===== config.mk =====
export PLATFORM = sky130hd
export DESIGN_NAME = sgd_lane
export DESIGN_NICKNAME = d
export VERILOG_FILES = /design/src/rtl/sgd_pkg.sv /design/src/rtl/sgd_lane.sv
export SDC_FILE = /design/constraint.sdc
export NUM_CORES = 2
export LEC_CHECK = 0
export ABC_AREA = 1
export BUFFER_PORTS_ARGS = -buffer_cell sky130_fd_sc_hd__buf_2
export CAP_MARGIN = 20
export CORE_UTILIZATION = 32
export CTS_BUF_LIST = sky130_fd_sc_hd__clkbuf_4
export CTS_CLUSTER_DIAMETER = 200
export CTS_CLUSTER_SIZE = 12
export DETAILED_ROUTE_END_ITERATION = 6
export PLACE_DENSITY = 0.57
export SLEW_MARGIN = 20
export SYNTH_ARGS = -nofsm -noshare
export SYNTH_HDL_FRONTEND = slang
export SYNTH_SLANG_ARGS = --single-unit

===== constraint.sdc =====
create_clock -name aclk -period 6.75 [get_ports aclk]
set_clock_uncertainty 0.15 [all_clocks]
set_input_delay 0.3375 -clock aclk [delete_from_list [all_inputs] [get_ports aclk]]
set_output_delay 0.3375 -clock aclk [all_outputs]
set_load 0.005 [all_outputs]

===== src/rtl/sgd_pkg.sv =====
// Shared types and constants for the shake gesture detector.
// No dependencies.
`default_nettype none
package sgd_pkg;

    localparam int INT_W = 17;
    localparam logic [INT_W-1:0] INT_MAX = 17'h1FFFF;

    localparam logic [2:0] REG_SHAKE_THRESHOLD    = 3'd0;
    localparam logic [2:0] REG_WINDOW_MS          = 3'd1;
    localparam logic [2:0] REG_REQUIRED_REVERSALS = 3'd2;
    localparam logic [2:0] REG_COOLDOWN_MS        = 3'd3;
    localparam logic [2:0] REG_ARM_UP_THRESHOLD   = 3'd4;

    localparam logic [15:0] RST_SHAKE_THRESHOLD = 16'd6144;
    localparam logic [15:0] RST_WINDOW_MS       = 16'd500;
    localparam logic [3:0]  RST_REQ_REVERSALS   = 4'd3;
    localparam logic [15:0] RST_COOLDOWN_MS     = 16'd1000;
    localparam logic [15:0] RST_ARM_UP          = 16'd0;

    localparam logic [1:0] SIGN_NONE = 2'd0;
    localparam logic [1:0] SIGN_POS  = 2'd1;
    localparam logic [1:0] SIGN_NEG  = 2'd2;

    localparam int ALPHA_NUM = 205;

    typedef struct packed {
        logic seed;
        logic filter;
        logic cap_dyn;
        logic cap_sq;
    } lane_ctrl_t;

endpackage
`default_nettype wire


===== src/rtl/sgd_lane.sv =====
// One axis lane: gravity estimate, dynamic component and its square.
// Depends on sgd_pkg.
`default_nettype none
module sgd_lane #(
    parameter int SAMPLE_BITS = 16
) (
    input  wire                          aclk,
    input  wire                          aresetn,
    input  sgd_pkg::lane_ctrl_t          ctrl,
    input  wire                          reset_one_g,
    input  wire signed [SAMPLE_BITS-1:0] sample,
    output logic [2*SAMPLE_BITS-1:0]     samp_sq,
    output logic signed [SAMPLE_BITS+15:0] grav,
    output logic signed [SAMPLE_BITS+1:0]  dyn,
    output logic [SAMPLE_BITS:0]           dyn_abs,
    output logic [2*SAMPLE_BITS+1:0]       dyn_sq
);
    localparam int GW = SAMPLE_BITS + 16;
    localparam int DW = SAMPLE_BITS + 2;
    localparam int AW = SAMPLE_BITS + 1;

    logic signed [GW-1:0]   grav_reg;
    logic signed [DW-1:0]   dyn_reg;
    logic [AW-1:0]          abs_reg;
    logic [2*AW-1:0]        sq_reg;
    logic signed [GW-1:0]   q;
    logic signed [GW:0]     diff;
    logic signed [GW+8:0]   prod;
    logic signed [GW-1:0]   grav_next;
    logic signed [GW+1:0]   t;
    logic signed [DW-1:0]   d;
    logic [AW-1:0]          a_next;

    assign q = {{4{sample[SAMPLE_BITS-1]}}, sample, 12'd0};
    assign samp_sq = unsigned'((2*SAMPLE_BITS)'(sample) * (2*SAMPLE_BITS)'(sample));
    assign diff = (GW+1)'(q) - (GW+1)'(grav_reg);
    assign prod = (GW+9)'(diff) * (GW+9)'(sgd_pkg::ALPHA_NUM);
    assign grav_next = grav_reg + GW'(prod >>> 12);
    assign t = (GW+2)'(q) - (GW+2)'(grav_reg) + (GW+2)'(2048);
    assign d = DW'(t >>> 12);
    assign a_next = d[DW-1] ? AW'(-d) : AW'(d);

    always_ff @(posedge aclk) begin
        if (!aresetn) begin
            grav_reg <= reset_one_g ? GW'(25'd16777216) : '0;
        end else if (ctrl.seed) begin
            grav_reg <= q;
        end else if (ctrl.filter) begin
            grav_reg <= grav_next;
        end
    end

    always_ff @(posedge aclk) begin
        if (ctrl.cap_dyn) begin
            dyn_reg <= d;
            abs_reg <= a_next;
        end
        if (ctrl.cap_sq) begin
            sq_reg <= (2*AW)'(abs_reg) * (2*AW)'(abs_reg);
        end
    end

    assign grav = grav_reg;
    assign dyn = dyn_reg;
    assign dyn_abs = abs_reg;
    assign dyn_sq = sq_reg;
endmodule
`default_nettype wire


==> results by group <==
Finish
  – Largest register FFs: 33
  – Area added between synthesis and finish: 29.1%
  – Final nets: 5256
  – Share of post-route cells with drive strength above 1: 0.275
  – Number of standard cells in the final layout excluding fillers: 5593

Setup path
  – Critical path buffer and inverter count: 18
  – Startpoint Class: flip-flop
  – Kind of critical path: flip-flop to flip-flop
  – Top cell by count, worst path: buf_4
  – Longest individual stage delay on the worst path: 540 ps
  – Crit path required time: 7080 ps
  – Data arrival at the endpoint of the critical path: 7490 ps
  – Kind of end point of the critical path: flip-flop
  – Largest fanout of any net on the critical path: 3
  – Slowest cell on the critical path: fa_1
  – Critical path's top delay family: adder cells

Place
  – Port Buf Inserts: 153
  – Placed Cells: 5500
  – Post-detail-place hpwl: 71300 um
  – Gp weighted congestion: 0.962
  – Setup WS pre-CTS: -741 ps

Floorplan
  – Starting density of the core: 0.322
  – Total die area: 0.0968 sq mm
  – Vertical extent of the die: 311 um
  – Boundary Pins: 156
  – Core Footprint: 0.0949 sq mm
  – Row Count: 113
  – Die span in x: 311 um

Clocking
  – Clk sinks: 99
  – H-tree Lvls: 3
  – Largest buffer count on any clock path: 2
  – TritonCTS clock tree: built
  – Clock latency at the later pin of the worst-skew pair: 640 ps
  – Clock-pin slew reported for the worst setup and hold paths after clock tree synthesis: 240 ps
  – Total clock buffers created by CTS: 9
  – Clk root buf: clkbuf_4

Logic synthesis
  – Number of cells produced by synthesis: 3677
  – Mean cell area of the mapped netlist: 8.32 sq um
  – Register area share after synthesis: 0.0972
  – Number of enable flip-flop cells after synthesis: 99
  – Cells taking the most area after synthesis: fa_1 34%, ha_1 16%, inv_1 13%
  – Count leader, synth: inv_1
  – Cell area after synthesis: 0.0306 sq mm
  – Proportion of netlist area held by the largest area contributor: 0.338
  – Post-synth top cells: 1091 x inv_1, 587 x nand2_1, 517 x fa_1
  – Commonest register cell after synthesis: edfxtp_1
  – Seq cells post-synth: 99
  – Synth unique cells: 56
  – Most area-hungry cell type in the Yosys netlist: fa_1
  – Yosys Warn Count: 0
  – Asr flop ratio synth: 0

Route
  – Post-detailed-route via-to-cell ratio: 4.43
  – 1st-pass router iterations: 5
  – Wire length after detailed routing: 82400 um
  – DRC errors left: 0
  – Total number of vias: 24800
  – Number of DRC markers after the initial detailed-route iteration: 1208
  – Post-detailed-route count of antenna-violating nets: 0
  – Post-DR wirelength/cell: 14.7 um

Global routing
  – Maximum number of pins on one net before global-route repair: 35
  – Total Routing Usage GR: 0.176
  – GRT busiest layer: met2
  – Antenna violations before repair: 3
  – GR Layer Usage met1: 0.231
  – Via count of the first global-routing pass: 26600
  – First-pass GRT wire length: 136000 um
  – Aggregate global routing overflow: 0
  – Met3 global-route usage: 0.0235
  – Met2 usage in global routing: 0.301

STA
  – Hold Vio Cnt, Final: 0
  – Worst-case headroom to the max-slew limit: 0.398
  – Final period utilization: 1.06
  – Post-layout min period: 7160 ps
  – Total setup violations reported at the end of the flow: 13
  – Setup repair after global routing missed its margin: true
  – Worst Tran Pin Value: 903 ps
  – Min setup slack post-route: -407 ps
  – Peak clock frequency supported by timing: 140 MHz
  – Number of pins exceeding their max-slew limit in the final report: 0

Worst hold path
  – Classification of the worst-slack hold path: input pin to flip-flop

Run
  – Max-Cap Viols: 0

Status
  – Run status: finished, violations left
  – Failing checks: negative setup slack
## stage by stage
| stage | hold slack (ps) | TNS (ps) | instance area (sq um) | utilization |
|---|---|---|---|---|
| after floorplan | 300 | 0 | 31000 | - |
| after global placement | 513 | -9030 | 36700 | 0.386 |
| after detailed placement | 533 | -9400 | 36700 | 0.386 |
| after CTS | 56.9 | -2040 | 38200 | 0.403 |
| after global routing | 98.8 | -9150 | 39500 | 0.416 |
| final | 124 | -2720 | 39500 | 0.416 |
## cells in the final DEF, fill, tap and decap left out, types with 55 or more instances in the layout
master	n
buf_2	151
xor2_1	94
ha_4	62
edfxtp_1	99
fa_1	511
buf_4	526
nand2_1	539
inv_1	1053
nand2_2	55
a21oi_1	132
a21oi_2	57
ha_1	329
nor2_1	117
## metal layers
metal,vias to the layer above,wire [um]
li1,12300,-
met1,11900,36900
met2,460,39800
met3,102,3490
met4,2,2220
met5,-,16
## logic make-up after synthesis
family,synth area share
buf+inv,0.147
simple gates,0.124
xor+xnor,0.0581
flops,0.0972
mux,0.000368
fa+ha+maj,0.500
other cells,0.000123
compound gates,0.0734
## worst register-to-register path, delay by kind of cell, from the launching register on
kind	cells	cell delay, ps
adders and majority gates	5	2030
buffers and inverters	18	1800
AOI/OAI and AO/OA	8	1380
and+or+nand+nor	11	1080
DFF	1	440
xor gates and xnor gates	1	110
## area by class of cell
class / count / area [sq um]
multi-input cells: 2388 / 25400
well taps: 1265 / 1580
inverters: 1107 / 4160
diodes: 2 / 5.00
repair buffers: 716 / 5220
clock buffers: 9 / 67.6
fillers: 9455 / 55400
flip-flops and latches: 99 / 2970
clock inverters: 7 / 92.6
## repair_timing
item	4_1_cts	5_1_grt
pin swaps	162	127
hold buffers	2	0
hold endpoints to repair	6	0
setup endpoints to repair	21	33
buffers inserted	39	34
gates resized for setup	238	198
cloned	0	1
## worst paths after layout
kind / start / end / slack, ps / cells past startpoint
max: grav[1] / grav[31] / -410 / 43
min reg2reg: dyn[0] / dyn_sq[0] / 730 / 0
min: ctrl[1] / dyn_abs[7] / 120 / 1
max reg2reg: grav[1] / grav[31] / -410 / 43
Power is left out: the tool's default activity adds up to more than one toggle a clock period on the data nets, which glitch-free logic cannot reach.
