==> src/rtl/sgd_isqrt.sv <==
// Iterative integer square root, one result bit per cycle.
// No dependencies on other files.
`default_nettype none
module sgd_isqrt #(
    parameter int RW = 17
) (
    input  wire              aclk,
    input  wire              aresetn,
    input  wire              start,
    input  wire [2*RW-1:0]   value,
    output logic             busy,
    output logic [RW-1:0]    root
);
    localparam int CNW = $clog2(RW + 1);

    logic [2*RW-1:0] v_reg;
    logic [RW+1:0]   rem_reg;
    logic [RW-1:0]   root_reg;
    logic [CNW-1:0]  cnt_reg;
    logic            busy_reg;
    logic [RW+3:0]   sh;
    logic [RW+3:0]   trial;

    assign sh = {rem_reg, v_reg[2*RW-1 -: 2]};
    assign trial = {2'b00, root_reg, 2'b01};

    always_ff @(posedge aclk) begin
        if (!aresetn) begin
            busy_reg <= 1'b0;
            cnt_reg  <= '0;
        end else if (start) begin
            busy_reg <= 1'b1;
            cnt_reg  <= CNW'(RW);
        end else if (busy_reg) begin
            cnt_reg  <= cnt_reg - 1'b1;
            busy_reg <= (cnt_reg != CNW'(1));
        end
    end

    always_ff @(posedge aclk) begin
        if (start) begin
            v_reg    <= value;
            rem_reg  <= '0;
            root_reg <= '0;
        end else if (busy_reg) begin
            v_reg <= {v_reg[2*RW-3:0], 2'b00};
            if (sh >= trial) begin
                rem_reg  <= (RW+2)'(sh - trial);
                root_reg <= {root_reg[RW-2:0], 1'b1};
            end else begin
                rem_reg  <= (RW+2)'(sh);
                root_reg <= {root_reg[RW-2:0], 1'b0};
            end
        end
    end

    assign busy = busy_reg;
    assign root = root_reg;
endmodule
`default_nettype wire

==> config.mk <==
export PLATFORM = sky130hd
export DESIGN_NAME = sgd_isqrt
export DESIGN_NICKNAME = d
export VERILOG_FILES = /design/src/rtl/sgd_isqrt.sv
export SDC_FILE = /design/constraint.sdc
export NUM_CORES = 1
export LEC_CHECK = 0
export BUFFER_PORTS_ARGS = -buffer_cell sky130_fd_sc_hd__buf_2
export CAP_MARGIN = 20
export CORE_UTILIZATION = 45
export DETAILED_ROUTE_END_ITERATION = 6
export MAX_ROUTING_LAYER = met4
export PLACE_DENSITY_LB_ADDON = 0.05
export SLEW_MARGIN = 10
export SYNTH_ARGS = -nofsm -noshare
export SYNTH_HDL_FRONTEND = slang
export SYNTH_SLANG_ARGS = --single-unit
==> constraint.sdc <==
create_clock -name aclk -period 3.25 [get_ports aclk]
set_input_delay 0.1625 -clock aclk [delete_from_list [all_inputs] [get_ports aclk]]
set_output_delay 0.1625 -clock aclk [all_outputs]
set_load 0.02 [all_outputs]
==> results.toml, run 1 <==
[outcome]
violations = "design-rule violations"
outcome = "finished with violations"

[sta]
slew_viol_final = 0
worst_slew_pin_slew_ns = 0.570
hold_ws_ns = 0.0858
finalClockSkew_ns = 0.00999
min_period_ns = 2.87
slew-limit-headroom = 0.620
fmax_mhz = 349
period_share = 0.882
fin_tns_setup_ns = 0
hold_violations = 0
setup_ws_ns = 0.384
grt_setup_unrepaired = "no"
finalSetupViolations = 0

[place]
portBuffers = 54
dpl_worst_slack_ns = 0.393
gp_congestion = 0.866
dp_hpwl_um = 5790
dp_cells = 552

[synth]
yosysTopAreaCell = "edfxtp_1"
synth_cells = 402
ys_types = 48
syn_area_per_cell_um2 = 10.3
synth-edff-count = 34
synthArstFlopShare = 0
dominantRegCellSynth = "dfxtp_1"
yosysWarningCount = 0
ys_seq_elements = 76
syn_area_um2 = 4130
synth.net_count = 460
yosysTopAreaCellShare = 0.247
ys_seq_area_frac = 0.450
synthTopCellsByArea = "edfxtp_1 25%, dfxtp_1 20%, mux2_2 8.7%"

[routing]
viasPerCell = 5.27
drc = 9
initialDrtViolationCount = 174
finalWirelength_um = 8110
wire_per_inst_um = 14.3
final_antenna_net_count = 0
dr.pass1.iters = 6
dr_total_vias = 2994

[global_routing]
grt_usage = 0.185
grt_pass1_wl_um = 13600
antenna_found_initial = 0
grt_pass1_vias = 2861
overflow = 0
grt_max_degree = 42

[finish]
fill_cells = 847
drive_gt1_frac = 0.254
insertedDiodeCount = 0
nets = 513
syn2layout_area_growth_pct = 14.0
mostFrequentLayoutCell = "buf_2"
final_cells = 568
largest_reg_flops = 34
final_cell_mix = "54 x buf_2, 43 x nor2_1, 41 x dfxtp_1"

[clocking]
cts_sinks = 76
max-clock-path-buffers = 2
path_clk_slew_ns = 0.08
clk_latency_ns = 0.35
cts_resized = 0
cts_inserted_buffers = 9
cts_tree = "done"
postCtsSetupBuffers = 0
cts_root_buffer = "clkbuf_8"
hold_buffers = 0
ctsHtreeMaxLevel = 3

[die]
die_h_um = 97.8
die_area_um2 = 9570
core_area_um2 = 8810
ioPinCount = 55
start_util = 0.469
placementRows = 34
die_w_um = 97.8

[setup_path]
cp_max_fo = 15
rr_worst_depth = 10
critPathArrivalTime_ns = 3.07
startpoint = "root[4]"
crit_path_start_kind = "register"
endpoint_kind = "register"
crit_end = "rem_reg[5]"
r2r-end = "rem_reg[5]"
rr_startpoint = "root[4]"
path_class = "register to register"
regToRegSetupSlack_ns = 0.38
required_ns = 3.46

[power_and_ir_drop]
ir_drop_mv = 0.460
p_leak_nw = 1.94
p_per_area_nw_per_um2 = 908

[worst_hold_path]
whs_path_depth = 2
hp-class = "input pin to register"

[flow_run]
maxCapViolCount = 0
critical path, cell delays in order, from the launching register on:
cell	delay, ns
dfxtp_1	0.38
inv_1	0.06
ha_1	0.37
nand3_2	0.12
or3_1	0.42
o31ai_1	0.22
o21bai_2	0.14
a41o_1	0.47
buf_4	0.26
mux2i_1	0.19
a211oi_1	0.09
synth_stat cells (4+ instances only):
master,number
nand3_1,11
mux2i_1,28
nand2_1,22
xnor2_1,15
o31a_1,4
clkbuf_1,10
a21boi_0,4
o21ai_0,12
and2_1,6
dfxtp_1,42
ha_1,21
nor3_1,4
buf_1,5
nor2_1,43
a21oi_1,19
inv_1,28
a211oi_1,9
a31oi_1,5
o31ai_1,4
mux2_2,32
edfxtp_1,34
xor2_1,6
cell type report:
class / count / area, um^2 / share of cell area
sequential: 76 / 1860 / 0.395
inverter: 29 / 109 / 0.0231
tap: 108 / 135 / 0.0287
clock buffer: 9 / 124 / 0.0263
clock inverter: 7 / 98.8 / 0.0210
multi-input combinational: 279 / 2070 / 0.439
timing repair buffer: 60 / 315 / 0.0669
kinds of logic after synthesis:
| family | after synthesis | synth area share |
|---|---|---|
| buffers and inverters | 47 | 0.0493 |
| adder cells (fa/ha/maj) | 21 | 0.0636 |
| multiplexers | 60 | 0.155 |
| XOR/XNOR | 21 | 0.0445 |
| AO/OA/AOI/OAI | 75 | 0.125 |
| flip-flops | 76 | 0.450 |
| AND/OR/NAND/NOR | 102 | 0.112 |
routing by layer:
layer | global-route usage | share of wire | vias to the layer above | wire length, um
met5 | - | 0 | - | 0
met4 | 0.0618 | 0.011 | 0 | 91
met3 | 0.0358 | 0.035 | 9 | 284
met2 | 0.285 | 0.46 | 49 | 3760
met1 | 0.245 | 0.49 | 1390 | 3980
li1 | - | - | 1546 | -
through the flow:
step / util / area [um^2] / total power [mW]
after detailed placement: 0.510 / 4490 / 3.49
after global placement: 0.510 / 4490 / 3.47
after global routing: 0.535 / 4710 / 4.62
after CTS: 0.535 / 4710 / 4.32
after floorplan: - / 4130 / 3.21
final: 0.535 / 4710 / 4.28
power by group:
part           internal, mW  switching [mW]
registers              1.15           0.112
logic                  1.01            1.19
clock network         0.438           0.372
total                  2.60            1.68
worst min path at each step:
stage / slack (ns) / from / endpoint
after floorplan: 0.28 / aresetn / busy
after global placement: 0.43 / aresetn / busy
after detailed placement: 0.43 / aresetn / busy
after CTS: 0.07 / aresetn / busy
after global routing: 0.08 / value[1] / v_reg[1]
final: 0.09 / aresetn / busy
Note: power is estimated with default switching activity, not from simulation.
==> inputs of run 2 (changes only) <==
--- a/config.mk
+++ b/config.mk
@@ -5,6 +5,7 @@
 export SDC_FILE = /design/constraint.sdc
 export NUM_CORES = 1
 export LEC_CHECK = 0
+export ABC_AREA = 1
 export BUFFER_PORTS_ARGS = -buffer_cell sky130_fd_sc_hd__buf_2
 export CAP_MARGIN = 20
 export CORE_UTILIZATION = 45
==> run 2 against run 1 <==
  * The flow still finishes with violations (design-rule violations)
  * Largest cell class unchanged
  * Flip-flop and latch count did not move
  * Final cell count grew 39%
  * Clock skew is essentially flat
  * Critical path depth up 3
  * Register-to-register slack gained 0.51 ns
==> results.toml, run 2 <==
[routing]
finalWirelength_um = 10700
viasPerCell = 4.94
wire_per_inst_um = 13.6
initialDrtViolationCount = 206
dr.pass1.iters = 7
drc = 1
final_antenna_net_count = 0
dr_total_vias = 3901

[global_routing]
grt_pass1_wl_um = 17300
overflow = 0
grt_usage = 0.225
grt_max_degree = 42
grt_pass1_vias = 3666
antenna_found_initial = 0

[synth]
ys_types = 40
synthArstFlopShare = 0
ys_seq_elements = 76
synth.net_count = 661
dominantRegCellSynth = "dfxtp_1"
synth_cells = 603
yosysTopAreaCellShare = 0.227
synth-edff-count = 34
yosysTopAreaCell = "edfxtp_1"
synth.cells.most_frequent = "222 x nand2_1, 79 x inv_1, 42 x dfxtp_1"
yosysMostFrequentCell = "nand2_1"
synthTopCellsByArea = "edfxtp_1 23%, dfxtp_1 19%, nand2_1 19%"
yosysWarningCount = 0
ys_seq_area_frac = 0.415
syn_area_um2 = 4490
syn_area_per_cell_um2 = 7.44

[power_and_ir_drop]
power.internal_mw = 2.54
p_per_area_nw_per_um2 = 1040
p_leak_nw = 2.59
switchingPower_mw = 2.71
pwr-share-clk = 0.140
swShare = 0.516
power_frac_seq = 0.237
ir_drop_mv = 0.518
power_frac_comb = 0.623

[setup_path]
critPathArrivalTime_ns = 2.61
crit_buf_inv = 2
required_ns = 3.51
endpoint_kind = "register"
path_class = "register to register"
crit_path_start_kind = "register"
cp_max_fo = 24
cpPeakStageDelay_ns = 0.38
critical_path.cell_chain = "inv_1, ha_1, nand2_1, inv_2, nand2_1, nor2_1, nand3_2, nand2_2, nor2_4, nand2_8, or2_1, nand3_1, nand2_1"
slowest_stage = "nor2_4"
crit_path_frequent_cell = "nand2_1"
crit_family = "simple AND/OR/NAND/NOR gates"

[place]
portBuffers = 54
gp_congestion = 0.904
dp_hpwl_um = 7740

[die]
placementRows = 36
start_util = 0.461
core_area_um2 = 9730
ioPinCount = 55
die_area_um2 = 10400
die_h_um = 102
die_w_um = 102

[clocking]
clk_latency_ns = 0.36
ctsHtreeMaxLevel = 3
cts_root_buffer = "clkbuf_8"
hold_buffers = 0
postCtsSetupBuffers = 0
cts_inserted_buffers = 9
cts_sinks = 76
cts_tree = "done"
max-clock-path-buffers = 2
path_clk_slew_ns = 0.09
cts_resized = 0

[sta]
worst_slew_pin_slew_ns = 0.691
finalSetupViolations = 0
grt_setup_unrepaired = "no"
finalClockSkew_ns = 0.00980
min_period_ns = 2.35
slew-limit-headroom = 0.539
period_share = 0.724
fin_tns_setup_ns = 0
slew_viol_final = 0
hold_violations = 0
fmax_mhz = 425

[finish]
drive_gt1_frac = 0.163
largest_reg_flops = 34
final_core_util = 0.517
mostFrequentLayoutCell = "nand2_1"
insertedDiodeCount = 0
nets = 710
final_cell_mix = "222 x nand2_1, 78 x inv_1, 54 x buf_2"
syn2layout_area_growth_pct = 12.1

[outcome]
outcome = "finished with violations"
violations = "design-rule violations"

[worst_hold_path]
hp-class = "input pin to register"

[flow_run]
maxCapViolCount = 0
[run 2: worst reg2reg max path: stages, from the launching register on]
cell and delay, ns:
dfxtp_1 0.34, inv_1 0.08, ha_1 0.36, nand2_1 0.15
inv_2 0.05, nand2_1 0.10, nor2_1 0.06, nand3_2 0.07
nand2_2 0.06, nor2_4 0.38, nand2_8 0.22, or2_1 0.26
nand3_1 0.08, nand2_1 0.05
[run 2: worst paths after layout]
check / startpoint / end / slack [ns] / depth (start not counted)
setup reg to reg: root[4] / rem_reg[16] / 0.90 / 13
hold reg to reg: rem_reg[15] / rem_reg[15] / 0.49 / 2
hold / removal: aresetn / cnt_reg[4] / 0.07 / 3
setup / recovery: root[4] / rem_reg[16] / 0.90 / 13
[run 2: cell families after synthesis]
kind of cell | share of synthesized area
AOI/OAI and AO/OA | 0.0663
and+or+nand+nor | 0.345
xor gates and xnor gates | 0.0195
DFF | 0.415
buffers and inverters | 0.0959
adders and majority gates | 0.0585
[run 2: area by class of cell]
cell class                 instances  area [um^2]
inverter                          84          315
fill                             993         4700
clock inverter                     6         65.1
clock buffer                      10          128
sequential                        76         1860
multi-input combinational        423         2200
tap                              133          166
timing repair buffer              58          300
[run 2: metal layers]
metal	up-vias	GRT usage	part of all wire
li1	2035	-	-
met1	1738	0.288	0.47
met2	102	0.352	0.46
met3	26	0.0335	0.037
met4	0	0.105	0.030
met5	-	-	0
[run 2: stage by stage]
stage	std cells	instance area, um^2	hold slack [ns]	power [mW]	worst slack [ns]
final	790	5030	0.0674	5.25	0.897
after global routing	790	5030	0.0747	5.68	0.724
after CTS	790	5030	0.0492	5.24	0.922
after detailed placement	774	4840	0.425	4.50	0.942
after global placement	774	4840	0.418	4.49	0.965
after floorplan	603	4490	0.287	4.00	0.831
[run 2: power by group through the flow]
stage               Combinational, mW  Sequential [mW]  Clock, mW
floorplan                        2.76             1.23          0
global placement                 3.23             1.27          0
detailed placement               3.23             1.26          0
CTS                              3.24             1.24      0.755
global route                     3.63             1.26      0.785
finish                           3.27             1.25      0.734
